--- src/hdl/bf3_pkg.sv ---
// Shared constants, codes and types of the 3x3 RGB box filter.
`default_nettype none
package bf3_pkg;

   localparam int MAX_WIDTH = 2048;
   localparam int COL_W = $clog2(MAX_WIDTH);
   localparam int WIDTH_W = COL_W + 1;
   localparam int FW_W = 12;
   localparam int HEIGHT_W = 16;
   localparam int ROW_W = HEIGHT_W + 1;
   localparam int CSR_DATA_W = 16;

   localparam int CH_W = 8;
   localparam int CH_COUNT = 3;
   localparam int PIX_W = CH_W * CH_COUNT;
   localparam int WIN_COUNT = 9;
   localparam int SUM_W = 12;

   localparam int RECIP_W = 13;
   localparam logic [RECIP_W-1:0] DIV9_RECIP = 13'd7282;
   localparam int DIV9_SHIFT = 16;
   localparam int PROD_W = SUM_W + RECIP_W;

   localparam int FIFO_DEPTH = 8;
   localparam int FIFO_AW = $clog2(FIFO_DEPTH);
   localparam int FIFO_CW = FIFO_AW + 1;

   localparam logic [FW_W-1:0] FRAME_WIDTH_RESET = 12'd640;
   localparam logic [HEIGHT_W-1:0] FRAME_HEIGHT_RESET = 16'd480;

   typedef enum logic {
      CSR_FRAME_WIDTH = 1'b0,
      CSR_FRAME_HEIGHT = 1'b1
   } csr_index_type;

   typedef enum logic {
      OP_PIXEL = 1'b0,
      OP_FLUSH = 1'b1
   } op_type;

   typedef logic [PIX_W-1:0] pix_type;
   typedef logic [CH_COUNT-1:0][SUM_W-1:0] sums_type;

   typedef struct packed {
      logic emit;
      logic interior;
      logic last;
   } ctl_type;

endpackage
`default_nettype wire

--- src/hdl/bf3_mean.sv ---
// Division of the window sums by nine and selection between mean and center pixel.
`default_nettype none
module bf3_mean (
   input  wire logic              in_valid,
   input  wire bf3_pkg::ctl_type  in_ctl,
   input  wire bf3_pkg::sums_type in_sums,
   input  wire bf3_pkg::pix_type  in_center,
   output logic                   push,
   output bf3_pkg::pix_type       push_pix,
   output logic                   push_last
);

   logic [bf3_pkg::PROD_W-1:0] prod;
   bf3_pkg::pix_type           mean_pix;

   always_comb begin
      prod = '0;
      for (int ch = 0; ch < bf3_pkg::CH_COUNT; ch++) begin
         prod = bf3_pkg::PROD_W'(in_sums[ch]) * bf3_pkg::PROD_W'(bf3_pkg::DIV9_RECIP);
         mean_pix[ch * bf3_pkg::CH_W +: bf3_pkg::CH_W] = prod[bf3_pkg::DIV9_SHIFT +: bf3_pkg::CH_W];
      end
      push = in_valid && in_ctl.emit;
      push_pix = in_ctl.interior ? mean_pix : in_center;
      push_last = in_ctl.last;
   end

endmodule
`default_nettype wire

--- config.mk ---
export PLATFORM = sky130hd
export DESIGN_NAME = bf3_mean
export DESIGN_NICKNAME = d
export VERILOG_FILES = /design/src/hdl/bf3_pkg.sv /design/src/hdl/bf3_mean.sv
export SDC_FILE = /design/constraint.sdc
export NUM_CORES = 1
export LEC_CHECK = 0
export BUFFER_PORTS_ARGS = -buffer_cell sky130_fd_sc_hd__buf_2
export CAP_MARGIN = 20
export CELL_PAD_IN_SITES_DETAIL_PLACEMENT = 1
export CELL_PAD_IN_SITES_GLOBAL_PLACEMENT = 2
export CORE_UTILIZATION = 39
export DETAILED_ROUTE_END_ITERATION = 12
export PLACE_DENSITY = 0.82
export SYNTH_ARGS = -nofsm -noshare
export SYNTH_HDL_FRONTEND = slang
export SYNTH_SLANG_ARGS = --single-unit
--- constraint.sdc ---
create_clock -name vclk -period 7.8
set_input_delay 1.17 -clock vclk [all_inputs]
set_output_delay 1.17 -clock vclk [all_outputs]
set_load 0.1 [all_outputs]
==> results.sh, run 1 <==
export IMPL_die_x_um=132
export IMPL_drt_initial_drc_count=88
export IMPL_worstHoldPathCells=0
export IMPL_syn_avg_cell_area_um2=9.55
export IMPL_hold_ws_ns=2.34
export IMPL_cts_resized=0
export IMPL_coreArea_um2=16600
export IMPL_drc=0
export IMPL_rows=47
export IMPL_slowest_stage="fa_1"
export IMPL_vias=5017
export IMPL_cp_data_arrival_time_ns=5.95
export IMPL_regArea_um2=0
export IMPL_crit_required_ns=6.63
export IMPL_syn_cell_area_um2=6640
export IMPL_critical_path_class="in2out"
export IMPL_layout_common_cells="ha_1 (199), inv_1 (168), buf_2 (88)"
export IMPL_slew_viol_final=0
export IMPL_post_route_period_util_pct=91.2
export IMPL_final_core_util_pct=44.0
export IMPL_grt_overflow=0
export IMPL_final_common_cell="ha_1"
export IMPL_via_per_inst=5.04
export IMPL_place_hpwl_um=14700
export IMPL_final_cells=995
export IMPL_maxCapViolations=0
export IMPL_endpoint_kind="output port"
export IMPL_setup_tns_ns=0
export IMPL_cp_max_fo=4
export IMPL_fmaxAchievable_mhz=141
export IMPL_post_place_cells=995
export IMPL_area_growth_pct=9.92
export IMPL_final_setup_viol_count=0
export IMPL_antenna_found_initial=0
export IMPL_max_stage_delay_ns=0.55
export IMPL_ant_nets=0
export IMPL_min_period_ns=7.12
export IMPL_wirelength_um=15400
export IMPL_chipHeight_um=132
export IMPL_design_seq_count=0
export IMPL_hold_class="in2out"
export IMPL_synth_yosys_warnings=0
export IMPL_hold_buffers=0
export IMPL_wire_per_inst_um=15.5
export IMPL_dieArea_um2=17500
export IMPL_crit_chain="buf_2, inv_1, fa_1, inv_1, ha_1, inv_1, fa_1, inv_1, fa_1, inv_1, fa_1, inv_1, ha_1, and3_4, a41oi_1, a31oi_1, a22oi_2, o21ai_1, xor2_1, mux2_2, buf_2"
export IMPL_rsz0062_at_grt="false"
export IMPL_drive_gt1_share_pct=16.3
export IMPL_ys_seq_area_share_pct=0
export IMPL_grt_usage_pct=18.6
export IMPL_cts_setup_buffers=0
export IMPL_cp_common_cell="inv_1"
export IMPL_ioPinCount=90
export IMPL_clkbuf_count=0
export IMPL_synthCells=695
export IMPL_dr_pass1_iters=4
export IMPL_grt_pass1_vias=5786
export IMPL_worst_pin_slew_ns=0.683
export IMPL_grt_pass1_wl_um=27000
export IMPL_grt_max_degree=34
export IMPL_synthesis_nets=1045
export IMPL_fin_nets=1127
export IMPL_io_buffers=88
export IMPL_synth_cell_type_count=55
export IMPL_initial_core_util_pct=40.0
export IMPL_status="finished clean"
export IMPL_cp_num_buf_inv=8
export IMPL_slew_headroom_pct=54.5
export IMPL_crit_family="adder cells"
export IMPL_cp_depth=21
export IMPL_startpoint_type="input pin"
export IMPL_hold_violations=0
export IMPL_diodes=0
export IMPL_gp_congestion=0.860
final cells by class:
class | instances | area [um2]
fillers | 1956 | 9290
multi-input cells | 519 | 5950
inverters | 168 | 631
repair buffers | 88 | 440
well taps | 220 | 275
path summary, 6_finish.rpt:
check | from | to | slack [ns]
min | in_ctl[0] | push_last | 2.34
max | in_sums[25] | push_pix[21] | 0.68
synth_stat cells (all sizes together) (5+ instances only):
| library cell | instances | area [um2] |
|---|---|---|
| nand4 | 7 | 43.8 |
| o21bai | 7 | 56.3 |
| fa | 87 | 1740 |
| xnor2 | 25 | 219 |
| buf | 6 | 32.5 |
| a21oi | 35 | 198 |
| mux2 | 19 | 218 |
| nor2 | 10 | 37.5 |
| nand2 | 19 | 71.3 |
| inv | 168 | 631 |
| nand3 | 11 | 60.1 |
| o21ai | 17 | 92.6 |
| and2 | 5 | 33.8 |
| a21o | 19 | 143 |
| a31oi | 8 | 95.1 |
| ha | 199 | 2490 |
| xor2 | 14 | 123 |
metrics by stage:
step / area, um2 / worst slack [ns]
floorplan: 6640 / 0.274
global placement: 7300 / 0.717
finish: 7300 / 0.684
detailed placement: 7300 / 0.685
global route: 7300 / 0.425
CTS: 7300 / 0.662
layer usage:
metal	GRT usage, %	share of wire [%]	vias to the layer above
met5	0	0	-
met4	3.07	1.9	0
met3	0.421	2.1	20
met2	35.7	51	75
met1	23.5	45	2447
li1	-	-	2475
logic make-up (layout without fill, tap and decap cells):
| group | after synthesis | after routing | synth area share [%] |
|---|---|---|---|
| mux | 20 | 20 | 3.43 |
| simple gates | 68 | 68 | 5.45 |
| xor+xnor | 39 | 39 | 5.15 |
| buf+inv | 176 | 256 | 10.4 |
| fa+ha+maj | 286 | 286 | 63.8 |
| compound gates | 106 | 106 | 11.9 |
Power of run 1 is not shown: default switching activity piles up to over one toggle a cycle in this logic, so the estimate is an artifact.
==> run 2, diff against run 1 <==
ABC_CLOCK_PERIOD_IN_PS = 7880   (was not set)
BUFFER_PORTS_ARGS = -buffer_cell sky130_fd_sc_hd__clkbuf_2   (was -buffer_cell sky130_fd_sc_hd__buf_2)
clock period = 7.88 ns   (was 7.8 ns; I/O delays follow)
==> run 2 against run 1 <==
  * Sequential cell count stayed put
  * Global-route usage is 0.17 points lower
  * Final cell count stayed put
  * Design area stayed put
  * Wire length is 0.65% lower
  * Sequential share of layout area stayed put
  * Worst setup slack better by 0.0095 ns
  * Via count is 1.1% lower
  * Utilization stayed put
  * Critical endpoint unchanged
  * Highest routed layer unchanged
==> results.sh, run 2 (synthesis results as in run 1) <==
export IMPL_die_x_um=132
export IMPL_io_buffers=88
export IMPL_ioPinCount=90
export IMPL_regArea_um2=0
export IMPL_clkbuf_count=0
export IMPL_fin_nets=1127
export IMPL_layout_common_cells="ha_1 (199), inv_1 (168), clkbuf_2 (88)"
export IMPL_wire_per_inst_um=15.4
export IMPL_rsz0062_at_grt="false"
export IMPL_status="finished clean"
export IMPL_final_setup_viol_count=0
export IMPL_coreArea_um2=16600
export IMPL_nFillCells=1961
export IMPL_slowest_stage="fa_1"
export IMPL_fmaxAchievable_mhz=139
export IMPL_chipHeight_um=132
export IMPL_worstHoldPathCells=0
export IMPL_hold_violations=0
export IMPL_worst_pin_slew_ns=0.770
export IMPL_cp_data_arrival_time_ns=6.00
export IMPL_ant_nets=0
export IMPL_grt_overflow=0
export IMPL_dr_pass1_iters=4
export IMPL_cts_setup_buffers=0
export IMPL_place_hpwl_um=14600
export IMPL_min_period_ns=7.19
export IMPL_drt_initial_drc_count=112
export IMPL_endpoint_kind="output port"
export IMPL_drive_gt1_share_pct=16.3
export IMPL_slew_viol_final=0
export IMPL_wirelength_um=15300
export IMPL_cp_startpoint="in_sums[25]"
export IMPL_diodes=0
export IMPL_drc=0
export IMPL_multi_input_area_um2=5950
export IMPL_maxCapViolations=0
export IMPL_max_stage_delay_ns=0.54
export IMPL_cp_depth=21
export IMPL_startpoint_type="input pin"
export IMPL_cp_max_fo=4
export IMPL_slew_headroom_pct=48.6
export IMPL_critical_path_class="in2out"
export IMPL_design_seq_count=0
export IMPL_grt_usage_pct=18.5
export IMPL_post_route_period_util_pct=91.2
export IMPL_cp_common_cell="inv_1"
export IMPL_antenna_found_initial=0
export IMPL_hold_class="in2out"
export IMPL_cts_resized=0
export IMPL_area_growth_pct=9.92
export IMPL_vias=4962
export IMPL_initial_core_util_pct=40.0
export IMPL_grt_pass1_vias=5759
export IMPL_grt_max_degree=34
export IMPL_crit_family="adder cells"
export IMPL_rows=47
export IMPL_dieArea_um2=17500
export IMPL_crit_required_ns=6.70
export IMPL_grt_pass1_wl_um=27000
export IMPL_setup_tns_ns=0
export IMPL_gp_congestion=0.865
export IMPL_crit_chain="clkbuf_2, inv_1, fa_1, inv_1, ha_1, inv_1, fa_1, inv_1, fa_1, inv_1, fa_1, inv_1, ha_1, and3_4, a41oi_1, a31oi_1, a22oi_2, o21ai_1, xor2_1, mux2_2, clkbuf_2"
export IMPL_hold_start="in_ctl[0]"
export IMPL_final_common_cell="ha_1"
export IMPL_hold_buffers=0
export IMPL_via_per_inst=4.99
export IMPL_cp_num_buf_inv=8
[run 2: cell types whose count changed in the layout (fill, tap and decap cells not counted)]
cell / change
clkbuf_2: +88
buf_2: -88
[run 2: per-layer routing]
layer | global-route usage (%) | vias up | part of all wire [%]
li1 | - | 2471 | -
met2 | 35.6 | 57 | 51
met4 | 1.28 | 0 | 0.75
met5 | 0 | - | 0
met1 | 23.9 | 2426 | 46
met3 | 0.307 | 8 | 1.5
[run 2: path summary, 6_finish.rpt]
| path | end | slack [ns] |
|---|---|---|
| worst min-delay path | push_last | 2.36 |
| worst max-delay path | push_pix[21] | 0.69 |
[run 2: cell type report]
type                            count  share of cell area [%]
Multi-Input combinational cell    519                    81.5
Timing Repair Buffer               88                    6.04
Inverter                          168                    8.64
Tap cell                          220                    3.77
[run 2: metrics by stage]
| stage | hold WS (ns) | setup WS (ns) | cells | instance area [um2] | util [%] |
|---|---|---|---|---|---|
| 6_report | 2.36 | 0.694 | 995 | 7300 | 44.0 |
| 4_1_cts | 2.36 | 0.686 | 995 | 7300 | 44.0 |
| 5_1_grt | 2.36 | 0.430 | 995 | 7300 | 44.0 |
| 2_1_floorplan | 2.58 | 0.330 | 695 | 6640 | - |
| 3_3_place_gp | 2.36 | 0.809 | 995 | 7300 | 44.0 |
| 3_5_place_dp | 2.36 | 0.707 | 995 | 7300 | 44.0 |
Power of run 2 is left out for the same reason.
