===== src/hdl/bf3_pkg.sv =====
// Shared constants, codes and types of the 3x3 RGB box filter.
`default_nettype none
package bf3_pkg;

   localparam int MAX_WIDTH = 2048;
   localparam int COL_W = $clog2(MAX_WIDTH);
   localparam int WIDTH_W = COL_W + 1;
   localparam int FW_W = 12;
   localparam int HEIGHT_W = 16;
   localparam int ROW_W = HEIGHT_W + 1;
   localparam int CSR_DATA_W = 16;

   localparam int CH_W = 8;
   localparam int CH_COUNT = 3;
   localparam int PIX_W = CH_W * CH_COUNT;
   localparam int WIN_COUNT = 9;
   localparam int SUM_W = 12;

   localparam int RECIP_W = 13;
   localparam logic [RECIP_W-1:0] DIV9_RECIP = 13'd7282;
   localparam int DIV9_SHIFT = 16;
   localparam int PROD_W = SUM_W + RECIP_W;

   localparam int FIFO_DEPTH = 8;
   localparam int FIFO_AW = $clog2(FIFO_DEPTH);
   localparam int FIFO_CW = FIFO_AW + 1;

   localparam logic [FW_W-1:0] FRAME_WIDTH_RESET = 12'd640;
   localparam logic [HEIGHT_W-1:0] FRAME_HEIGHT_RESET = 16'd480;

   typedef enum logic {
      CSR_FRAME_WIDTH = 1'b0,
      CSR_FRAME_HEIGHT = 1'b1
   } csr_index_type;

   typedef enum logic {
      OP_PIXEL = 1'b0,
      OP_FLUSH = 1'b1
   } op_type;

   typedef logic [PIX_W-1:0] pix_type;
   typedef logic [CH_COUNT-1:0][SUM_W-1:0] sums_type;

   typedef struct packed {
      logic emit;
      logic interior;
      logic last;
   } ctl_type;

endpackage
`default_nettype wire


===== src/hdl/bf3_out_fifo.sv =====
// Small result queue that decouples the pipeline from the receiver.
`default_nettype none
module bf3_out_fifo (
   input  wire logic                      clock,
   input  wire logic                      reset,
   input  wire logic                      push,
   input  wire bf3_pkg::pix_type          push_pix,
   input  wire logic                      push_last,
   input  wire logic                      pop_ready,
   output logic                           out_valid,
   output bf3_pkg::pix_type               out_pix,
   output logic                           out_last,
   output logic [bf3_pkg::FIFO_CW-1:0]    count
);

   logic [bf3_pkg::FIFO_DEPTH-1:0][bf3_pkg::PIX_W:0] entry_ff;
   logic [bf3_pkg::FIFO_AW-1:0] wr_ptr_ff;
   logic [bf3_pkg::FIFO_AW-1:0] rd_ptr_ff;
   logic [bf3_pkg::FIFO_CW-1:0] count_ff;
   logic                        pop;

   assign out_valid = count_ff != '0;
   assign pop = out_valid && pop_ready;
   assign out_pix = entry_ff[rd_ptr_ff][bf3_pkg::PIX_W-1:0];
   assign out_last = entry_ff[rd_ptr_ff][bf3_pkg::PIX_W];
   assign count = count_ff;

   always_ff @(posedge clock) begin
      if (push) begin
         entry_ff[wr_ptr_ff] <= {push_last, push_pix};
      end
   end

   always_ff @(posedge clock) begin
      if (reset) begin
         wr_ptr_ff <= '0;
         rd_ptr_ff <= '0;
         count_ff <= '0;
      end else begin
         if (push) begin
            wr_ptr_ff <= wr_ptr_ff + 1'b1;
         end
         if (pop) begin
            rd_ptr_ff <= rd_ptr_ff + 1'b1;
         end
         case ({push, pop})
            2'b10: count_ff <= count_ff + 1'b1;
            2'b01: count_ff <= count_ff - 1'b1;
            default: count_ff <= count_ff;
         endcase
      end
   end

endmodule
`default_nettype wire

===== config.mk =====
export PLATFORM = sky130hd
export DESIGN_NAME = bf3_out_fifo
export DESIGN_NICKNAME = d
export VERILOG_FILES = /design/src/hdl/bf3_pkg.sv /design/src/hdl/bf3_out_fifo.sv
export SDC_FILE = /design/constraint.sdc
export NUM_CORES = 1
export LEC_CHECK = 0
export CAP_MARGIN = 10
export CORE_MARGIN = 1
export CORE_UTILIZATION = 57
export DETAILED_ROUTE_END_ITERATION = 10
export DONT_BUFFER_PORTS = 1
export PLACE_DENSITY = 0.82
export REMOVE_ABC_BUFFERS = 1
export SYNTH_ARGS = -nofsm -noshare
export SYNTH_HDL_FRONTEND = slang
export SYNTH_SLANG_ARGS = --single-unit
export TNS_END_PERCENT = 50

===== constraint.sdc =====
create_clock -name clock -period 2.6 [get_ports clock]
set_input_delay 0.39 -clock clock [delete_from_list [all_inputs] [get_ports clock]]
set_output_delay 0.39 -clock clock [all_outputs]
set_load 0.01 [all_outputs]

==> results.sh, run 1 <==
export IMPL_cts_buffers=21
export IMPL_ys_seq_area_share_pct=75.1
export IMPL_nets=443
export IMPL_syn_to_final_growth_pct=15.2
export IMPL_cap_viol_max_count=0
export IMPL_hp_class="input pin to flip-flop"
export IMPL_setup_slack_ns=0.0831
export IMPL_relSlewSlack_pct=65.5
export IMPL_clock_latency_ns=0.49
export IMPL_cp_cell_sequence="or4_1 -> nand2_2 -> inv_1 -> ha_2 -> nor4bb_2 -> o21ai_0 -> o31ai_1 -> mux2_2"
export IMPL_final_antenna_net_count=0
export IMPL_cp_slowest_stage_delay_ns=0.58
export IMPL_cts_root_buf="clkbuf_16"
export IMPL_crit_fanout=7
export IMPL_setup_tns_final_ns=0
export IMPL_hpwlAfterDp_um=8100
export IMPL_worst_ep_required_time_ns=2.97
export IMPL_hold_viol=0
export IMPL_multiInputGateArea_um2=2000
export IMPL_post_route_period_util_pct=96.8
export IMPL_cts_tree="built"
export IMPL_drt_pass1_iter_count=4
export IMPL_die_height_um=122
export IMPL_critPathCaptureType="flip-flop"
export IMPL_cpMaxStageDelayCell="or4_1"
export IMPL_report_final_slew_viol_count=0
export IMPL_postCtsSetupBuffers=0
export IMPL_worst_pin_slew_ns=0.517
export IMPL_ir_drop_uv=567
export IMPL_routedWlPerCell_um=24.5
export IMPL_antenna_found_initial=1
export IMPL_finalSetupViolations=0
export IMPL_syn_area_um2=8270
export IMPL_core_area_um2=14000
export IMPL_ys_top_cells_by_area="edfxtp_1 (73%), mux4_1 (16%), mux2_2 (3.5%)"
export IMPL_seq_area_um2=6210
export IMPL_die_area_um2=15000
export IMPL_critPathTopFamily="simple AND/OR/NAND/NOR gates"
export IMPL_synthTopCellsByCount="edfxtp_1 (200), mux4_1 (49), mux2_2 (26), nor2_1 (14), clkbuf_1 (11)"
export IMPL_synth_top_cell_by_area="edfxtp_1"
export IMPL_fmax_mhz=397
export IMPL_p_per_area_nw_per_um2=812
export IMPL_arrival_ns=2.89
export IMPL_synth_area_per_cell_um2=23.0
export IMPL_die_w_um=122
export IMPL_synth_most_common_cell="edfxtp_1"
export IMPL_drt_iter0_markers=329
export IMPL_path_buf_inv=1
export IMPL_vias_per_cell=6.18
export IMPL_grt_first_pass_wirelength_um=22200
export IMPL_rsz0062_at_grt="no"
export IMPL_grt_usage_pct=20.6
export IMPL_yosysWarnings=0
export IMPL_fillers=846
export IMPL_ctsHtreeMaxLevel=1
export IMPL_fin_skew_ns=0.0128
export IMPL_drc=0
export IMPL_period_minus_slack_ns=2.52
export IMPL_port_buffers=0
export IMPL_start_util_pct=59.1
export IMPL_outcome="complete, no violations"
export IMPL_num_rows=43
export IMPL_path_class="flip-flop to flip-flop"
export IMPL_start_kind="flip-flop"
export IMPL_drive_above_1_share_pct=19.7
export IMPL_ys_flop_type="edfxtp_1"
export IMPL_async_flop_share_pct=0
export IMPL_num_vias=3720
export IMPL_grt_ovfl_total=0
export IMPL_p_leak_nw=3.10
export IMPL_gp_congestion=0.703
export IMPL_synth_edf_count=200
export IMPL_synthDominantCellAreaShare_pct=72.7
export IMPL_grt_max_degree=51
export IMPL_ys_ff_latch=210
export IMPL_cts_sinks=210
export IMPL_ioPinCount=59
export IMPL_first_global_vias=3850
export IMPL_ys_types=25
export IMPL_path_clk_slew_ns=0.06
export IMPL_syn_instance_count=359
export IMPL_wirelength_um=14700
export IMPL_dpl_worst_slack_ns=-0.0293
export IMPL_ctsLongestPathBuffers=3
metrics by stage:
step / utilization, % / cell area (um^2) / hold slack (ns) / instances / power (mW)
CTS: 68.0 / 9510 / 0.0425 / 601 / 7.79
floorplan: - / 8160 / 0.459 / 342 / 4.72
global placement: 61.7 / 8630 / 0.454 / 540 / 4.96
detailed placement: 61.7 / 8630 / 0.456 / 540 / 5.00
global route: 68.1 / 9520 / 0.0639 / 602 / 7.99
finish: 68.1 / 9520 / 0.0624 / 602 / 7.73
final cells by class:
type	instances	share of cell area (%)
inverter	2	0.0788
sequential	210	65.2
antenna	1	0.0263
multi-input combinational	130	21.0
clock buffer	27	5.76
clock inverter	8	0.723
timing repair buffer	44	4.81
tap	180	2.37
final timing paths:
check          startpoint      endpoint  slack (ns)  cells past startpoint
max reg2reg      count[3]      count[3]        0.08                      8
min reg2reg  rd_ptr_ff[1]  rd_ptr_ff[1]        0.49                      2
max              count[3]      count[3]        0.08                      8
min             pop_ready  rd_ptr_ff[1]        0.06                      2
registers in the layout (all words and copies together), names as in the netlist:
name,cells
entry_ff,200
wr_ptr_ff,3
rd_ptr_ff,3
count,4
report_power, final:
part | internal [mW] | switching [mW] | total [mW] | leakage (nW)
clock network | 1.58 | 1.14 | 2.72 | 0.296
registers | 3.82 | 0.0648 | 3.88 | 1.90
logic | 0.555 | 0.569 | 1.12 | 0.901
layer usage:
layer	GRT usage, %	routed length, um	vias up
met1	27.7	6090	1916
met4	8.23	390	0
li1	-	-	1631
met2	33.5	7210	145
met3	4.04	1060	28
met5	0	0	-
cell usage in the layout (no fill, tap or decap), types with 3 or more instances in the layout:
master and n:
mux2_2 26, clkinv_1 6, edfxtp_1 200, nor2_4 4, nand2_1 5, dfxtp_1 7
a21oi_1 3, nor2_1 8, dfxtp_2 3, mux4_1 49, ha_1 3, o21ai_0 3
clkbuf_16 21, xor2_1 6, dlygate4sd3_1 26, clkbuf_1 6, buf_4 13, buf_12 5
nand2b_1 3
cells by family (layout without fill, tap and decap cells):
family                   count (synthesis)  after routing  synth area share [%]
flip-flops                             210            210                  75.1
multiplexers                            78             78                  19.6
AND/OR/NAND/NOR                         33             33                  1.92
buffers and inverters                   19             81                  1.41
AO/OA/AOI/OAI                            7              7                 0.454
XOR/XNOR                                 7              7                 0.742
adder cells (fa/ha/maj)                  5              5                 0.757
other                                    0              1                     0
timing repair:
| action | CTS | global route |
|---|---|---|
| hold buffers | 26 | 0 |
| endpoints found under the hold margin | 209 | 0 |
| endpoints found under the setup margin | 1 | 2 |
| resized for setup | 2 | 3 |
Power figures use the tool's default switching activity.
==> inputs of run 2 (changes only) <==
--- a/config.mk
+++ b/config.mk
@@ -9,6 +9,6 @@
 export CORE_MARGIN = 1
-export CORE_UTILIZATION = 57
+export CORE_UTILIZATION = 44
 export DETAILED_ROUTE_END_ITERATION = 10
 export DONT_BUFFER_PORTS = 1
-export PLACE_DENSITY = 0.82
+export PLACE_DENSITY = 0.68
 export REMOVE_ABC_BUFFERS = 1
==> constraint.sdc (replaced) <==
create_clock -name clock -period 2.6 [get_ports clock]
set_input_delay 0.52 -clock clock [delete_from_list [all_inputs] [get_ports clock]]
set_output_delay 0.52 -clock clock [all_outputs]
set_load 0.01 [all_outputs]
==> results.sh, run 2 (synthesis gave the netlist of run 1 again) <==
export IMPL_largest_reg_flops=200
export IMPL_regMostFlops="entry_ff"
export IMPL_grt_ovfl_total=0
export IMPL_path_clk_slew_ns=0.06
export IMPL_core_area_um2=18200
export IMPL_hold_buffers=0
export IMPL_place_area_um2=8740
export IMPL_antenna_found_initial=0
export IMPL_hold_viol=0
export IMPL_cts_tree="built"
export IMPL_cap_viol_max_count=0
export IMPL_p_per_area_nw_per_um2=829
export IMPL_worst_ep_required_time_ns=2.08
export IMPL_die_area_um2=19300
export IMPL_dpl_worst_slack_ns=0.00623
export IMPL_gp_congestion=0.705
export IMPL_clock_latency_ns=0.48
export IMPL_ctsLongestPathBuffers=3
export IMPL_post_layout_nonfiller_instances=631
export IMPL_hp_start="reset"
export IMPL_final_antenna_net_count=0
export IMPL_num_rows=49
export IMPL_critPathTopFamily="multiplexers"
export IMPL_drive_above_1_share_pct=23.4
export IMPL_drt_pass1_iter_count=7
export IMPL_mostFrequentLayoutCell="edfxtp_1"
export IMPL_r2r_end="count[2]"
export IMPL_first_global_vias=3816
export IMPL_wirelength_um=14700
export IMPL_die_w_um=139
export IMPL_final_cell_mix="edfxtp_1 (200), mux4_1 (47), clkbuf_16 (21)"
export IMPL_relSlewSlack_pct=66.4
export IMPL_path_buf_inv=2
export IMPL_p_leak_nw=3.07
export IMPL_crit_fanout=12
export IMPL_r2r_start="count[3]"
export IMPL_cts_sinks=210
export IMPL_port_buffers=0
export IMPL_violations="DRC"
export IMPL_hpwlAfterDp_um=8630
export IMPL_power_mw=7.88
export IMPL_worst_pin_slew_ns=0.503
export IMPL_cpMaxStageDelayCell="mux4_1"
export IMPL_post_route_period_util_pct=98.8
export IMPL_rsz0062_at_grt="yes"
export IMPL_rr_worst_depth=10
export IMPL_cts_buffers=21
export IMPL_num_vias=3545
export IMPL_grt_usage_pct=15.6
export IMPL_period_minus_slack_ns=2.57
export IMPL_start_util_pct=45.4
export IMPL_ff2ff_setup_slack_ns=0.10
export IMPL_vias_per_cell=5.62
export IMPL_die_height_um=139
export IMPL_routedWlPerCell_um=23.2
export IMPL_cts_root_buf="clkbuf_16"
export IMPL_path_class="flip-flop to output pin"
export IMPL_drt_iter0_markers=224
export IMPL_start_kind="flip-flop"
export IMPL_cp_cell_sequence="buf_4 -> buf_12 -> mux4_1 -> mux2_4"
export IMPL_grt_max_degree=33
export IMPL_ir_drop_uv=480
export IMPL_grt_first_pass_wirelength_um=22400
export IMPL_nets=422
export IMPL_finalSetupViolations=0
export IMPL_placed_cells=590
export IMPL_hold_depth=1
export IMPL_setup_slack_ns=0.0322
export IMPL_ioPinCount=59
export IMPL_report_final_slew_viol_count=0
export IMPL_syn_to_final_growth_pct=14.9
export IMPL_fmax_mhz=389
export IMPL_critPathCaptureType="output pin"
export IMPL_drc=4
export IMPL_setup_tns_final_ns=0
export IMPL_fin_skew_ns=0.00796
export IMPL_hp_class="input pin to flip-flop"
export IMPL_arrival_ns=2.05
export IMPL_min_to="rd_ptr_ff[1]"
export IMPL_ctsHtreeMaxLevel=1
export IMPL_fin_area_um2=9500
export IMPL_antenna_cells=0
export IMPL_outcome="finished with violations"
export IMPL_cp_slowest_stage_delay_ns=0.58
## run 2: how the worst max path moves through the flow
| stage | from | endpoint | depth (start not counted) | slack, ns |
|---|---|---|---|---|
| floorplan | rd_ptr_ff[0] | out_pix[0] | 2 | -0.55 |
| global placement | count[3] | count[3] | 8 | 0.15 |
| detailed placement | count[3] | count[3] | 8 | 0.006 |
| CTS | rd_ptr_ff[0] | out_pix[21] | 4 | 0.004 |
| global route | rd_ptr_ff[0] | out_pix[21] | 4 | -0.03 |
| finish | rd_ptr_ff[0] | out_pix[21] | 4 | 0.03 |
## run 2: per-stage QoR
| stage | utilization, % | hold WS (ns) |
|---|---|---|
| 3_5_place_dp | 48.0 | 0.524 |
| 6_report | 52.2 | 0.0941 |
| 2_1_floorplan | - | 0.492 |
| 4_1_cts | 51.9 | 0.0747 |
| 3_3_place_gp | 48.0 | 0.512 |
| 5_1_grt | 52.2 | 0.0788 |
## run 2: where the power goes
| group | switching (mW) | total (mW) | internal, mW |
|---|---|---|---|
| sequential | 0.0566 | 3.88 | 3.82 |
| combinational | 0.562 | 1.19 | 0.628 |
| clock | 1.12 | 2.81 | 1.68 |
## run 2: area by class of cell
class,instances,area (um^2)
Timing Repair Buffer,23,305
Inverter,2,7.51
Sequential cell,210,6210
Multi-Input combinational cell,130,2040
Tap cell,229,287
Clock buffer,28,552
Clock inverter,9,92.6
Fill cell,1379,8710
## run 2: metal layers
layer	GRT usage, %	share of wire (%)
met1	20.0	42
met2	25.9	49
met3	4.90	7.7
met4	3.98	2.1
met5	0	0
## run 2: what timing repair did
item | 4_1_cts | 5_1_grt
cloned | 1 | 0
resized for setup | 3 | 15
setup buffers | 3 | 0
endpoints found under the setup margin | 24 | 12
==> inputs of run 3 (changes only) <==
- ABC_AREA: not set -> 1
- CORE_MARGIN: 1 -> not set
==> results.sh, run 3 <==
export IMPL_outcome="complete, no violations"
export IMPL_ys_seq_area_share_pct=73.7
export IMPL_async_flop_share_pct=0
export IMPL_power_mw=8.81
export IMPL_setup_slack_ns=0.141
export IMPL_die_height_um=140
export IMPL_path_clk_slew_ns=0.06
export IMPL_antenna_cells=0
export IMPL_wirelength_um=17100
export IMPL_post_route_period_util_pct=94.6
export IMPL_routedWlPerCell_um=18.9
export IMPL_die_w_um=140
export IMPL_gp_congestion=0.798
export IMPL_synthTopCellsByCount="edfxtp_1 (200), nor2_1 (112), nand2_1 (92), o21ai_0 (54), o21ai_1 (54)"
export IMPL_regMostFlops="entry_ff"
export IMPL_cts_resized=0
export IMPL_antenna_found_initial=0
export IMPL_p_per_area_nw_per_um2=939
export IMPL_rsz0062_at_grt="no"
export IMPL_cts_sinks=210
export IMPL_ctsLongestPathBuffers=3
export IMPL_yosysWarnings=0
export IMPL_num_vias=4947
export IMPL_grt_usage_pct=17.7
export IMPL_grt_max_degree=57
export IMPL_synth_most_common_cell="edfxtp_1"
export IMPL_die_area_um2=19700
export IMPL_cp_cell_sequence="buf_4 -> o21ai_0 -> o22ai_1 -> nand2_1 -> nand2_1"
export IMPL_worst_ep_required_time_ns=2.08
export IMPL_fin_skew_ns=0.00605
export IMPL_vias_per_cell=5.45
export IMPL_relSlewSlack_pct=61.7
export IMPL_hold_viol=0
export IMPL_syn_to_final_growth_pct=11.4
export IMPL_drive_above_1_share_pct=9.51
export IMPL_critPathCaptureType="output pin"
export IMPL_cp_slowest_stage_delay_ns=0.46
export IMPL_start_util_pct=45.0
export IMPL_p_leak_nw=3.22
export IMPL_syn_instance_count=647
export IMPL_postLayoutCoreUtil_pct=50.2
export IMPL_path_buf_inv=1
export IMPL_synth_area_per_cell_um2=13.0
export IMPL_synth_edf_count=200
export IMPL_hold_buffers=0
export IMPL_cpMaxStageDelayCell="buf_4"
export IMPL_ir_drop_uv=573
export IMPL_mostFrequentLayoutCell="edfxtp_1"
export IMPL_clock_latency_ns=0.50
export IMPL_postCtsSetupBuffers=0
export IMPL_first_global_vias=4831
export IMPL_hpwlAfterDp_um=9980
export IMPL_hp_class="input pin to flip-flop"
export IMPL_ys_flop_type="edfxtp_1"
export IMPL_start_kind="flip-flop"
export IMPL_finalSetupViolations=0
export IMPL_drc=0
export IMPL_dpl_worst_slack_ns=0.352
export IMPL_grt_first_pass_wirelength_um=26600
export IMPL_ioPinCount=59
export IMPL_syn_area_um2=8420
export IMPL_ys_ff_latch=210
export IMPL_drt_pass1_iter_count=4
export IMPL_fmax_mhz=407
export IMPL_largest_reg_flops=200
export IMPL_cts_root_buf="clkbuf_16"
export IMPL_report_final_slew_viol_count=0
export IMPL_nets=694
export IMPL_drt_iter0_markers=392
export IMPL_crit_fanout=56
export IMPL_grt_ovfl_total=0
export IMPL_num_rows=50
export IMPL_port_buffers=0
export IMPL_crit_path_frequent_cell="nand2_1"
export IMPL_ys_top_cells_by_area="edfxtp_1 (71%), nor2_1 (5.0%), nand2_1 (4.1%)"
export IMPL_period_minus_slack_ns=2.46
export IMPL_cts_tree="built"
export IMPL_final_antenna_net_count=0
export IMPL_path_class="flip-flop to output pin"
export IMPL_ys_types=25
export IMPL_final_cell_mix="edfxtp_1 (200), nor2_1 (104), nand2_1 (92)"
export IMPL_critPathTopFamily="buffers and inverters"
export IMPL_ctsHtreeMaxLevel=1
export IMPL_worst_pin_slew_ns=0.575
export IMPL_arrival_ns=1.94
export IMPL_synthDominantCellAreaShare_pct=71.3
export IMPL_cts_buffers=22
export IMPL_core_area_um2=18700
export IMPL_cap_viol_max_count=0
export IMPL_synth_top_cell_by_area="edfxtp_1"
==> run 3: kinds of logic after synthesis <==
logic type                 Yosys count  share of synthesized area (%)
DFF                                210                           73.7
and+or+nand+nor                    209                           9.42
adders and majority gates            5                          0.743
muxes                               25                           2.97
AOI/OAI and AO/OA                  143                           8.87
xor gates and xnor gates             3                          0.312
buffers and inverters               52                           4.00
==> run 3: metal layers <==
metal | vias up | track usage, % | part of all wire, %
li1 | 2346 | - | -
met1 | 2434 | 23.1 | 42
met2 | 140 | 29.3 | 48
met3 | 27 | 4.58 | 7.8
met4 | 0 | 5.15 | 1.6
met5 | - | 0 | 0
==> run 3: layout make-up <==
type	count	area, um^2
fill	1546	9320
tap	234	293
inverter	17	63.8
clock inverter	11	101
timing repair buffer	24	230
multi-input combinational	385	1900
clock buffer	26	587
sequential	210	6210
==> run 3: worst paths after layout <==
path | from | to | slack [ns] | cells past startpoint
min reg2reg | wr_ptr_ff[0] | wr_ptr_ff[0] | 0.51 | 2
max | rd_ptr_ff[1] | out_last | 0.14 | 5
min | reset | wr_ptr_ff[0] | 0.09 | 1
max reg2reg | count[1] | count[2] | 0.31 | 13
==> run 3: where the power goes <==
group	internal [mW]	switching, mW	total, mW
clock network	1.80	1.21	3.00
registers	3.83	0.0805	3.91
logic	0.604	1.29	1.90
==> run 3: stage by stage <==
stage	hold slack, ns	instance area, um^2	cells	TNS [ns]
4_1_cts	0.0741	9390	907	0
2_1_floorplan	0.464	8150	612	-42.80
3_5_place_dp	0.499	8700	870	0
5_1_grt	0.0765	9390	907	0
3_3_place_gp	0.482	8700	870	0
6_report	0.0928	9390	907	0
