## src/hdl/bf3_pkg.sv

```systemverilog
// Shared constants, codes and types of the 3x3 RGB box filter.
`default_nettype none
package bf3_pkg;

   localparam int MAX_WIDTH = 2048;
   localparam int COL_W = $clog2(MAX_WIDTH);
   localparam int WIDTH_W = COL_W + 1;
   localparam int FW_W = 12;
   localparam int HEIGHT_W = 16;
   localparam int ROW_W = HEIGHT_W + 1;
   localparam int CSR_DATA_W = 16;

   localparam int CH_W = 8;
   localparam int CH_COUNT = 3;
   localparam int PIX_W = CH_W * CH_COUNT;
   localparam int WIN_COUNT = 9;
   localparam int SUM_W = 12;

   localparam int RECIP_W = 13;
   localparam logic [RECIP_W-1:0] DIV9_RECIP = 13'd7282;
   localparam int DIV9_SHIFT = 16;
   localparam int PROD_W = SUM_W + RECIP_W;

   localparam int FIFO_DEPTH = 8;
   localparam int FIFO_AW = $clog2(FIFO_DEPTH);
   localparam int FIFO_CW = FIFO_AW + 1;

   localparam logic [FW_W-1:0] FRAME_WIDTH_RESET = 12'd640;
   localparam logic [HEIGHT_W-1:0] FRAME_HEIGHT_RESET = 16'd480;

   typedef enum logic {
      CSR_FRAME_WIDTH = 1'b0,
      CSR_FRAME_HEIGHT = 1'b1
   } csr_index_type;

   typedef enum logic {
      OP_PIXEL = 1'b0,
      OP_FLUSH = 1'b1
   } op_type;

   typedef logic [PIX_W-1:0] pix_type;
   typedef logic [CH_COUNT-1:0][SUM_W-1:0] sums_type;

   typedef struct packed {
      logic emit;
      logic interior;
      logic last;
   } ctl_type;

endpackage
`default_nettype wire

```

## src/hdl/bf3_window.sv

```systemverilog
// The 3x3 window registers and the registered per-channel window sums.
`default_nettype none
module bf3_window (
   input  wire logic             clock,
   input  wire logic             reset,
   input  wire logic             in_valid,
   input  wire bf3_pkg::ctl_type in_ctl,
   input  wire bf3_pkg::pix_type in_pix,
   input  wire bf3_pkg::pix_type in_upper,
   input  wire bf3_pkg::pix_type in_middle,
   output logic                  sum_valid,
   output bf3_pkg::ctl_type      sum_ctl,
   output bf3_pkg::sums_type     sums,
   output bf3_pkg::pix_type      center,
   output logic [1:0]            busy_emit
);

   bf3_pkg::pix_type [bf3_pkg::WIN_COUNT-1:0] window_ff;
   bf3_pkg::pix_type [bf3_pkg::WIN_COUNT-1:0] window_in;
   logic                  win_valid_ff;
   bf3_pkg::ctl_type      win_ctl_ff;
   logic                  sum_valid_ff;
   bf3_pkg::ctl_type      sum_ctl_ff;
   bf3_pkg::sums_type     sums_ff;
   bf3_pkg::sums_type     sums_in;
   bf3_pkg::pix_type      center_ff;

   always_comb begin
      window_in = window_ff;
      if (in_valid) begin
         for (int r = 0; r < 3; r++) begin
            window_in[r * 3] = window_ff[r * 3 + 1];
            window_in[r * 3 + 1] = window_ff[r * 3 + 2];
         end
         window_in[2] = in_upper;
         window_in[5] = in_middle;
         window_in[8] = in_pix;
      end
   end

   always_comb begin
      sums_in = '0;
      for (int ch = 0; ch < bf3_pkg::CH_COUNT; ch++) begin
         for (int k = 0; k < bf3_pkg::WIN_COUNT; k++) begin
            sums_in[ch] = sums_in[ch]
               + bf3_pkg::SUM_W'(window_ff[k][ch * bf3_pkg::CH_W +: bf3_pkg::CH_W]);
         end
      end
   end

   always_ff @(posedge clock) begin
      if (reset) begin
         window_ff <= '0;
         win_valid_ff <= 1'b0;
         sum_valid_ff <= 1'b0;
      end else begin
         window_ff <= window_in;
         win_valid_ff <= in_valid;
         sum_valid_ff <= win_valid_ff;
      end
   end

   always_ff @(posedge clock) begin
      if (in_valid) begin
         win_ctl_ff <= in_ctl;
      end
      if (win_valid_ff) begin
         sum_ctl_ff <= win_ctl_ff;
         sums_ff <= sums_in;
         center_ff <= window_ff[4];
      end
   end

   assign sum_valid = sum_valid_ff;
   assign sum_ctl = sum_ctl_ff;
   assign sums = sums_ff;
   assign center = center_ff;
   assign busy_emit = {sum_valid_ff && sum_ctl_ff.emit, win_valid_ff && win_ctl_ff.emit};

endmodule
`default_nettype wire

```

## config.mk

```make
export PLATFORM = sky130hd
export DESIGN_NAME = bf3_window
export DESIGN_NICKNAME = d
export VERILOG_FILES = /design/src/hdl/bf3_pkg.sv /design/src/hdl/bf3_window.sv
export SDC_FILE = /design/constraint.sdc
export NUM_CORES = 1
export LEC_CHECK = 0
export ABC_AREA = 1
export BUFFER_PORTS_ARGS = -buffer_cell sky130_fd_sc_hd__buf_2
export CAP_MARGIN = 20
export CORE_UTILIZATION = 32
export DETAILED_ROUTE_END_ITERATION = 8
export PLACE_DENSITY = 0.48
export SETUP_SLACK_MARGIN = 0.5
export SYNTH_ARGS = -nofsm -noshare
export SYNTH_HDL_FRONTEND = slang
export SYNTH_SLANG_ARGS = --single-unit
export TNS_END_PERCENT = 10
```

## constraint.sdc

```tcl
create_clock -name clock -period 4.2 [get_ports clock]
set_input_delay 0.42 -clock clock [delete_from_list [all_inputs] [get_ports clock]]
set_output_delay 0.42 -clock clock [all_outputs]
set_load 0.02 [all_outputs]
```

==> run_results.csv, run 1 <==
group,metric,value,unit
power_and_ir_drop,power_density,488,nW/um2
die,top_level_ports,144,
cts,cts.sinks,284,
global_routing,grt_max_degree,172,
global_routing,grt_pass1_vias,10603,
drt,drtAntennaViolNets,0,
yosys,synth_compound_area_frac,0.0963,
global_routing,use_met3,0.0302,
yosys,yosys-top-cells-count,"380 x nand2_1, 288 x inv_1, 218 x dfxtp_1",
critical_path,worst_setup_path_start_kind,"flip-flop",
yosys,synthFlopType,"dfxtp_1",
global_routing,grt_pass1_wl,56.0,mm
outcome,status,"completed",
cts,clk_pin_slew,60,ps
drt,wl_per_cell,14.7,um
drt,dr.pass1.iters,5,
sta,fin_setup_tns,0,ps
yosys,syn_nets,1860,
power_and_ir_drop,leakagePower,7.73,nW
cts,post_cts_buffers,0,
yosys,synthesis.area,15100,um2
critical_path,r2r_setup_slack,490,ps
sta,fmax,0.270,GHz
die,die_x,219,um
yosys,synthAdderAreaFrac,0.247,
yosys,yosys.area_share.simple,0.127,
die,fp.dieH,219,um
sta,setup_viol,0,
yosys,yosys-top-cells-area,"dfxtp_1 29%, fa_1 21%, edfxtp_1 13%",
final_layout,final_util,0.377,
cts,cts_tree,"yes",
place,dpl-instance-area,16200,um2
die,dieArea,48100,um2
critical_path,critical_path_arrival,3990,ps
drt,route.detailed.drc,0,
yosys,synth_top_family_by_area,"adder cells",
yosys,synth_top_cell_by_area,"dfxtp_1",
critical_path,crit_fanout,3,
critical_path,worstSetupPathType,"flip-flop to flip-flop",
sta,worst_pin_slew,832,ps
cts,cts_inserted_buffers,37,
place,globalplace.congestion,0.780,
yosys,synth-seq-cells,284,
yosys,synth_cell_type_count,23,
final_layout,fin_area,17500,um2
critical_path,cp_data_required_time,4490,ps
yosys,synth_top_area_frac,0.289,
power_and_ir_drop,peakVddDrop,0.000388,V
yosys,async_flop_share,0,
sta,max-slew-margin-rel,0.446,
sta,fin_skew,16.4,ps
cts,clk_path_buf_depth,3,
global_routing,use_met1,0.186,
yosys,synth.mux.area_fraction,0,
cts,clk-insertion-delay-late,540,ps
place,hpwl,23.9,mm
die,core,46600,um2
drt,viasPerCell,4.40,
sta,hold_viol,0,
flow_run,max_cap_violations,0,
sta,slew_viol_final,0,
yosys,synth_most_common_cell,"nand2_1",
sta,min_period,3710,ps
cts,clock_tree.root_cell,"clkbuf_16",
place,portBuffers,143,
sta,period_share,0.883,
final_layout,syn_to_final_growth,16.1,%
hold_path,hp-class,"input pin to flip-flop",
drt,routed_wl,34.3,mm
yosys,seq_area_frac_synth,0.420,
die,start_util,0.324,
yosys,synthXorXnorAreaFrac,0.00522,
final_layout,antenna_cells,0,
global_routing,grt_overflow,0,
drt,drt_first_iter_violations,436,
cts,h-tree-depth,2,
critical_path,cp-end-kind,"flip-flop",
global_routing,top_usage_layer,"met2",
global_routing,grt_usage,0.149,
yosys,synth-edff-count,66,
global_routing,globalRouteMet2Util,0.260,
global_routing,antenna_found_initial,3,
yosys,netlist_instances,1581,
drt,vias,10260,
die,rows,79,
yosys,syn_avg_cell_area,9.55,um2
final_layout,drive_gt1_frac,0.150,
yosys,yosysWarnings,0,
sta,rsz0062_at_grt,"true",
final_layout,nNetsFinal,1977,
sta,timing.hold.ws,55.7,ps
==> layout by cell type, fill, tap and decap left out, types with 2 or more instances in the layout <==
cell type / netlist / routed
o21ai_0: 3 / 3
inv_6: 0 / 3
fa_2: 0 / 4
bufinv_16: 0 / 4
edfxtp_1: 66 / 66
nand3_1: 20 / 17
nor3_1: 3 / 3
dfxtp_1: 218 / 210
fa_1: 162 / 158
nor2_1: 87 / 86
buf_4: 27 / 4
ha_2: 0 / 2
nand2_2: 0 / 3
nand3_2: 0 / 3
xnor2_1: 6 / 6
a211oi_1: 50 / 50
buf_12: 0 / 3
xor2_1: 3 / 3
nand3b_1: 4 / 4
clkinv_1: 0 / 4
inv_1: 288 / 287
buf_2: 26 / 141
clkbuf_1: 6 / 6
clkbuf_8: 0 / 5
a211oi_2: 25 / 25
dfxtp_2: 0 / 7
or2_2: 4 / 4
a21oi_1: 150 / 150
ha_1: 39 / 36
nand2_1: 380 / 377
clkinv_2: 0 / 5
clkbuf_16: 0 / 40
==> kinds of logic after synthesis <==
logic type                 after synthesis
xor gates and xnor gates                 9
and+or+nand+nor                        498
AOI/OAI and AO/OA                      228
DFF                                    284
buffers and inverters                  361
adders and majority gates              201
==> worst max-delay path, stage by stage (launching register included) <==
cell	delay [ps]
dfxtp_1	320
inv_1	60
fa_1	570
inv_1	60
fa_1	450
fa_1	510
inv_1	50
fa_1	480
inv_1	40
ha_1	310
or2_2	330
nand3_1	110
nand2_1	60
nand2_1	60
nand2_1	40
==> flip-flops by register name (all words and copies together) (netlist names) <==
| name | count |
|---|---|
| sum_ctl | 3 |
| win_ctl_ff | 3 |
| sums | 36 |
| sum_valid | 1 |
| center | 24 |
| win_valid_ff | 1 |
| window_ff | 216 |
==> worst paths after layout <==
path                      start             to  cells after the start
hold / removal        in_ctl[1]  win_ctl_ff[1]                      1
setup / recovery  window_ff[13]       sums[22]                     14
hold reg to reg   win_ctl_ff[1]     sum_ctl[1]                      0
setup reg to reg  window_ff[13]       sums[22]                     14
==> layer usage <==
metal  share of wire  wire, um
met3           0.036      1220
met1            0.44     15100
met5         0.00029        10
met4           0.020       688
met2            0.50     17300
==> power by group <==
part	internal, mW	switching, mW	total, mW
Combinational	0.811	1.28	2.09
Sequential	3.07	0.103	3.18
Clock	2.05	1.25	3.30
Total	5.93	2.63	8.56
==> repair_timing <==
item / in CTS / in global routing
resized for setup: 18 / 5
pin swaps: 7 / 3
endpoints found under the setup margin: 13 / 20
hold buffers: 0 / 0
==> through the flow <==
step	std cells	power, mW	setup WS [ps]
after global routing	2332	9.18	277
after detailed placement	2266	5.32	277
after global placement	2266	5.30	319
final	2332	8.56	493
after CTS	2332	8.73	473
after floorplan	1581	4.75	526
==> area by class of cell <==
| cell class | instances | area, um2 |
|---|---|---|
| Clock buffer | 50 | 1080 |
| Inverter | 289 | 1090 |
| Sequential cell | 284 | 6360 |
| Timing Repair Buffer | 150 | 821 |
| Multi-Input combinational cell | 936 | 7240 |
| Fill cell | 4678 | 29000 |
| Tap cell | 607 | 759 |
| Clock inverter | 16 | 185 |
Power figures use the tool's default switching activity.
==> run 2, diff against run 1 <==
--- a/config.mk
+++ b/config.mk
@@ -11,6 +11,7 @@
 export CORE_UTILIZATION = 32
 export DETAILED_ROUTE_END_ITERATION = 8
 export PLACE_DENSITY = 0.48
+export RECOVER_POWER = 50
 export SETUP_SLACK_MARGIN = 0.5
 export SYNTH_ARGS = -nofsm -noshare
 export SYNTH_HDL_FRONTEND = slang
==> run 2 against run 1 <==
- the flow now finishes with violations (max-capacitance violations, max-slew violations)
- total power decreased by 0.13%
- core utilization decreased by 0.16 points
- sequential share of layout area increased by 0.12 points
==> run_results.csv, run 2 (synthesis gave the netlist of run 1 again) <==
group,metric,value,unit
drt,drtAntennaViolNets,0,
outcome,violations,"max-capacitance violations, max-slew violations",
place,pre_cts_ws,277,ps
place,hpwl,23.9,mm
die,start_util,0.324,
critical_path,cp-end-kind,"flip-flop",
place,portBuffers,143,
cts,clock_tree.root_cell,"clkbuf_16",
critical_path,worst_r2r_path_depth,15,
cts,cts_inserted_buffers,37,
critical_path,cp_data_required_time,4490,ps
die,core,46600,um2
cts,cts.sinks,284,
hold_path,min-delay-start,"in_ctl[1]",
sta,min_period,3710,ps
global_routing,top_usage_layer,"met2",
final_layout,nNetsFinal,1977,
power_and_ir_drop,peakVddDrop,0.000387,V
critical_path,worstPathCellList,"inv_1 > fa_1 > fa_1 > fa_1 > fa_1 > inv_1 > ha_1 > inv_1 > fa_2 > inv_1 > nand2_1 > nand2_2 > nand3_1 > nand3_1 > nand2_1",
final_layout,antenna_cells,0,
hold_path,worstHoldPathCells,1,
place,globalplace.congestion,0.780,
drt,dr.pass1.iters,5,
sta,worst_pin_slew,3120,ps
cts,clk_path_buf_depth,3,
die,top_level_ports,144,
final_layout,drive_gt1_frac,0.129,
sta,slew_viol_final,310,
global_routing,globalRouteMet2Util,0.260,
global_routing,grt_usage,0.149,
sta,hold_viol,0,
global_routing,grt_max_degree,172,
sta,period_share,0.884,
power_and_ir_drop,leakagePower,7.63,nW
global_routing,grt_overflow,0,
cts,cts_hold_repair.buffers,0,
critical_path,r2r_setup_slack,490,ps
global_routing,grt_pass1_vias,10603,
sta,max-slew-margin-rel,-1.08,
sta,fmax,0.269,GHz
cts,clk-insertion-delay-late,540,ps
hold_path,hp-class,"input pin to flip-flop",
sta,rsz0062_at_grt,"true",
sta,fin_skew,16.4,ps
drt,viasPerCell,4.40,
flow_run,max_cap_violations,3,
die,fp.dieH,219,um
die,rows,79,
critical_path,timing.rr.start,"window_ff[106]",
drt,drt_first_iter_violations,412,
critical_path,worstSetupPathType,"flip-flop to flip-flop",
cts,clk_pin_slew,50,ps
final_layout,syn_to_final_growth,15.6,%
global_routing,grt_pass1_wl,56.0,mm
power_and_ir_drop,power_density,490,nW/um2
sta,setup_viol,0,
cts,cts_tree,"yes",
outcome,status,"finished with violations",
critical_path,r2r-end,"sums[22]",
final_layout,regArea,6350,um2
global_routing,use_met1,0.186,
sta,setup_ws,487,ps
global_routing,antenna_found_initial,3,
global_routing,use_met3,0.0302,
hold_path,holdPathEnd,"win_ctl_ff[1]",
critical_path,critical_path_arrival,4000,ps
critical_path,cpPeakStageDelay,570,ps
drt,vias,10267,
drt,routed_wl,34.4,mm
critical_path,crit_fanout,3,
final_layout,multiInputGateArea,7220,um2
die,die_x,219,um
final_layout,final_common_cell,"nand2_1",
final_layout,fillers,4694,
final_layout,final_cell_mix,"377 x nand2_1, 287 x inv_1, 214 x dfxtp_1, 158 x fa_1, 150 x a21oi_1",
critical_path,critPathSlowestCell,"fa_1",
critical_path,worst_setup_path_start_kind,"flip-flop",
drt,wl_per_cell,14.8,um
cts,h-tree-depth,2,
drt,route.detailed.drc,0,
die,dieArea,48100,um2
sta,fin_setup_tns,0,ps
final_layout,largest_reg_flops,216,
final_layout,largest-register,"window_ff",
==> run 2: changes by cell type in the layout (fill, tap and decap cells not counted) <==
cell and delta:
clkbuf_1 +30, dfxtp_1 +4, dfxtp_2 -3, buf_2 -29
clkinvlp_4 +1, a211oi_2 -3, buf_12 -1, dfxtp_4 -1
a211oi_1 +3, inv_6 -1
==> run 2: layout make-up <==
cell class | count | area share
Sequential cell | 284 | 0.364
Tap cell | 607 | 0.0435
Timing Repair Buffer | 150 | 0.0440
Clock buffer | 50 | 0.0618
Clock inverter | 16 | 0.0106
Multi-Input combinational cell | 936 | 0.414
Inverter | 289 | 0.0624
==> run 2: what timing repair did <==
item	in CTS	in global routing
gates resized for setup	18	5
gates cloned	0	0
buffers inserted	0	0
endpoints found under the setup margin	13	20
pin swaps	7	3
==> run 2: metrics by stage <==
stage | util | cells | cell area (um2) | hold slack [ps] | power, mW
6_report | 0.375 | 2332 | 17500 | 56.1 | 8.55
5_1_grt | 0.375 | 2332 | 17500 | 18.6 | 9.17
4_1_cts | 0.376 | 2332 | 17500 | 10.0 | 8.73
3_5_place_dp | 0.348 | 2266 | 16200 | 408 | 5.32
3_3_place_gp | 0.348 | 2266 | 16200 | 402 | 5.30
2_1_floorplan | - | 1581 | 15100 | 400 | 4.75
==> run 2: critical path, delay by kind of cell (launching register included) <==
kind,cells,cell delay [ps]
buf+inv,4,270
fa+ha+maj,6,2500
flops,1,340
simple gates,5,350
==> run 2: how the worst max path moves through the flow <==
stage / startpoint / endpoint / slack (ps) / cells after the start
finish: window_ff[106] / sums[22] / 490 / 15
global route: window_ff[119] / sums[33] / 240 / 14
CTS: window_ff[2] / sums[8] / 470 / 17
detailed placement: window_ff[2] / sums[10] / 280 / 17
global placement: window_ff[2] / sums[10] / 320 / 17
floorplan: window_ff[18] / sums[34] / 530 / 16
==> run 2: power breakdown <==
part           internal (mW)  switching (mW)
Sequential              3.07           0.105
Combinational          0.803            1.28
Clock                   2.05            1.25
==> run 2: per-layer routing <==
metal / wire length, um / up-vias
met5: 10 / -
met4: 691 / 2
met3: 1200 / 50
met2: 17300 / 142
met1: 15200 / 4962
li1: - / 5111
==> run 3, diff against run 2 <==
--- a/config.mk
+++ b/config.mk
@@ -8,9 +8,9 @@
 export ABC_AREA = 1
 export BUFFER_PORTS_ARGS = -buffer_cell sky130_fd_sc_hd__buf_2
 export CAP_MARGIN = 20
-export CORE_UTILIZATION = 32
+export CORE_UTILIZATION = 40
 export DETAILED_ROUTE_END_ITERATION = 8
-export PLACE_DENSITY = 0.48
+export PLACE_DENSITY = 0.58
 export RECOVER_POWER = 50
 export SETUP_SLACK_MARGIN = 0.5
 export SYNTH_ARGS = -nofsm -noshare
==> run 3 against run 2 <==
- the run still ends with max-capacitance violations, max-slew violations left
- first-iteration DRC count up 22%
- die area down 20%
- total power down 3.5%
==> run_results.csv, run 3 (synthesis gave the netlist of run 1 again) <==
group,metric,value,unit
critical_path,cp_data_required_time,4470,ps
power_and_ir_drop,leakagePower,7.52,nW
die,top_level_ports,144,
cts,cts.sinks,284,
die,rows,70,
final_layout,antenna_cells,0,
outcome,violations,"max-capacitance violations, max-slew violations",
place,numPlacedInstances,2161,
sta,fin_setup_tns,0,ps
die,fp.dieH,196,um
drt,dr.pass1.iters,5,
final_layout,drive_gt1_frac,0.120,
final_layout,regArea,6350,um2
critical_path,worstSetupPathType,"flip-flop to flip-flop",
drt,drt_first_iter_violations,501,
sta,setup_viol,0,
critical_path,crit_fanout,3,
cts,clk_path_buf_depth,3,
final_layout,nNetsFinal,1976,
global_routing,antenna_found_initial,0,
hold_path,hp-class,"input pin to flip-flop",
cts,cts_inserted_buffers,35,
place,dpl-instance-area,16100,um2
power_and_ir_drop,total_power,8.25,mW
sta,hold_viol,0,
final_layout,final_common_cell,"nand2_1",
sta,worst_pin_slew,2440,ps
drt,routed_wl,32.3,mm
global_routing,grt_pass1_vias,10310,
die,die_x,196,um
cts,clk-insertion-delay-late,520,ps
critical_path,worst_setup_path_start_kind,"flip-flop",
critical_path,critical_path_arrival,3950,ps
cts,clk_pin_slew,60,ps
final_layout,final_cell_mix,"375 x nand2_1, 286 x inv_1, 213 x dfxtp_1, 158 x fa_1, 148 x a21oi_1",
drt,drtAntennaViolNets,0,
drt,route.detailed.drc,0,
global_routing,grt_overflow,0,
cts,cts_hold_repair.buffers,0,
critical_path,cpPeakStageDelay,540,ps
sta,min_period,3680,ps
global_routing,grt_usage,0.174,
place,globalplace.congestion,0.802,
place,hpwl,22.7,mm
sta,slew_viol_final,110,
critical_path,critPathSlowestCell,"fa_1",
sta,rsz0062_at_grt,"true",
cts,h-tree-depth,2,
final_layout,fillers,3501,
final_layout,fin_area,17200,um2
critical_path,critPathTopFamily,"adder cells",
cts,cts_tree,"yes",
flow_run,max_cap_violations,1,
place,portBuffers,143,
final_layout,syn_to_final_growth,14.1,%
global_routing,grt_pass1_wl,53.0,mm
sta,fmax,0.272,GHz
final_layout,largest-register,"window_ff",
critical_path,worstPathCellList,"inv_1 > fa_1 > inv_1 > fa_1 > fa_1 > inv_1 > fa_1 > inv_1 > ha_1 > or2_2 > nand3b_1 > nand2_1 > nand2_1 > nand2_1",
power_and_ir_drop,power_density,479,nW/um2
die,dieArea,38500,um2
power_and_ir_drop,peakVddDrop,0.000263,V
drt,wl_per_cell,14.5,um
sta,max-slew-margin-rel,-0.623,
final_layout,final_cells,2226,
sta,fin_skew,14.6,ps
final_layout,largest_reg_flops,216,
sta,timing.hold.ws,75.3,ps
drt,viasPerCell,4.60,
drt,vias,10248,
cts,clock_tree.root_cell,"clkbuf_16",
die,start_util,0.410,
die,core,36900,um2
outcome,status,"finished with violations",
sta,period_share,0.876,
critical_path,crit_buf_inv,4,
global_routing,grt_max_degree,137,
critical_path,cp-end-kind,"flip-flop",
final_layout,multiInputGateArea,7270,um2
run 3: stage by stage:
stage	worst slack [ps]	util
3_5_place_dp	282	0.436
4_1_cts	448	0.468
3_3_place_gp	367	0.436
2_1_floorplan	526	-
6_report	521	0.467
5_1_grt	323	0.467
run 3: final cells by class:
type	instances	area share
Tap cell	504	0.0366
Timing Repair Buffer	151	0.0439
Clock inverter	13	0.00683
Clock buffer	49	0.0588
Sequential cell	284	0.369
Multi-Input combinational cell	936	0.422
Inverter	289	0.0633
run 3: worst paths after layout:
| path | startpoint | to | slack, ps | cells past startpoint |
|---|---|---|---|---|
| hold reg to reg | win_ctl_ff[0] | sum_ctl[0] | 430 | 0 |
| hold / removal | in_ctl[2] | win_ctl_ff[2] | 80 | 1 |
| setup reg to reg | window_ff[13] | sums[20] | 520 | 14 |
| setup / recovery | window_ff[13] | sums[20] | 520 | 14 |
run 3: what timing repair did:
action                                  in CTS  in global routing
endpoints found under the setup margin      13                 20
pin swaps                                    7                  9
gates resized for setup                     12                 16
buffers inserted                             3                  0
run 3: per-layer routing:
layer	global-route usage	vias to the layer above	part of all wire
met3	0.0299	45	0.037
li1	-	5108	-
met4	0.0530	0	0.021
met1	0.215	4942	0.43
met2	0.309	153	0.51
met5	0	-	0
run 3: report_power, final:
part / switching, mW / total (mW) / internal [mW]
logic: 1.28 / 2.10 / 0.823
registers: 0.110 / 3.18 / 3.07
clock network: 1.16 / 2.97 / 1.80
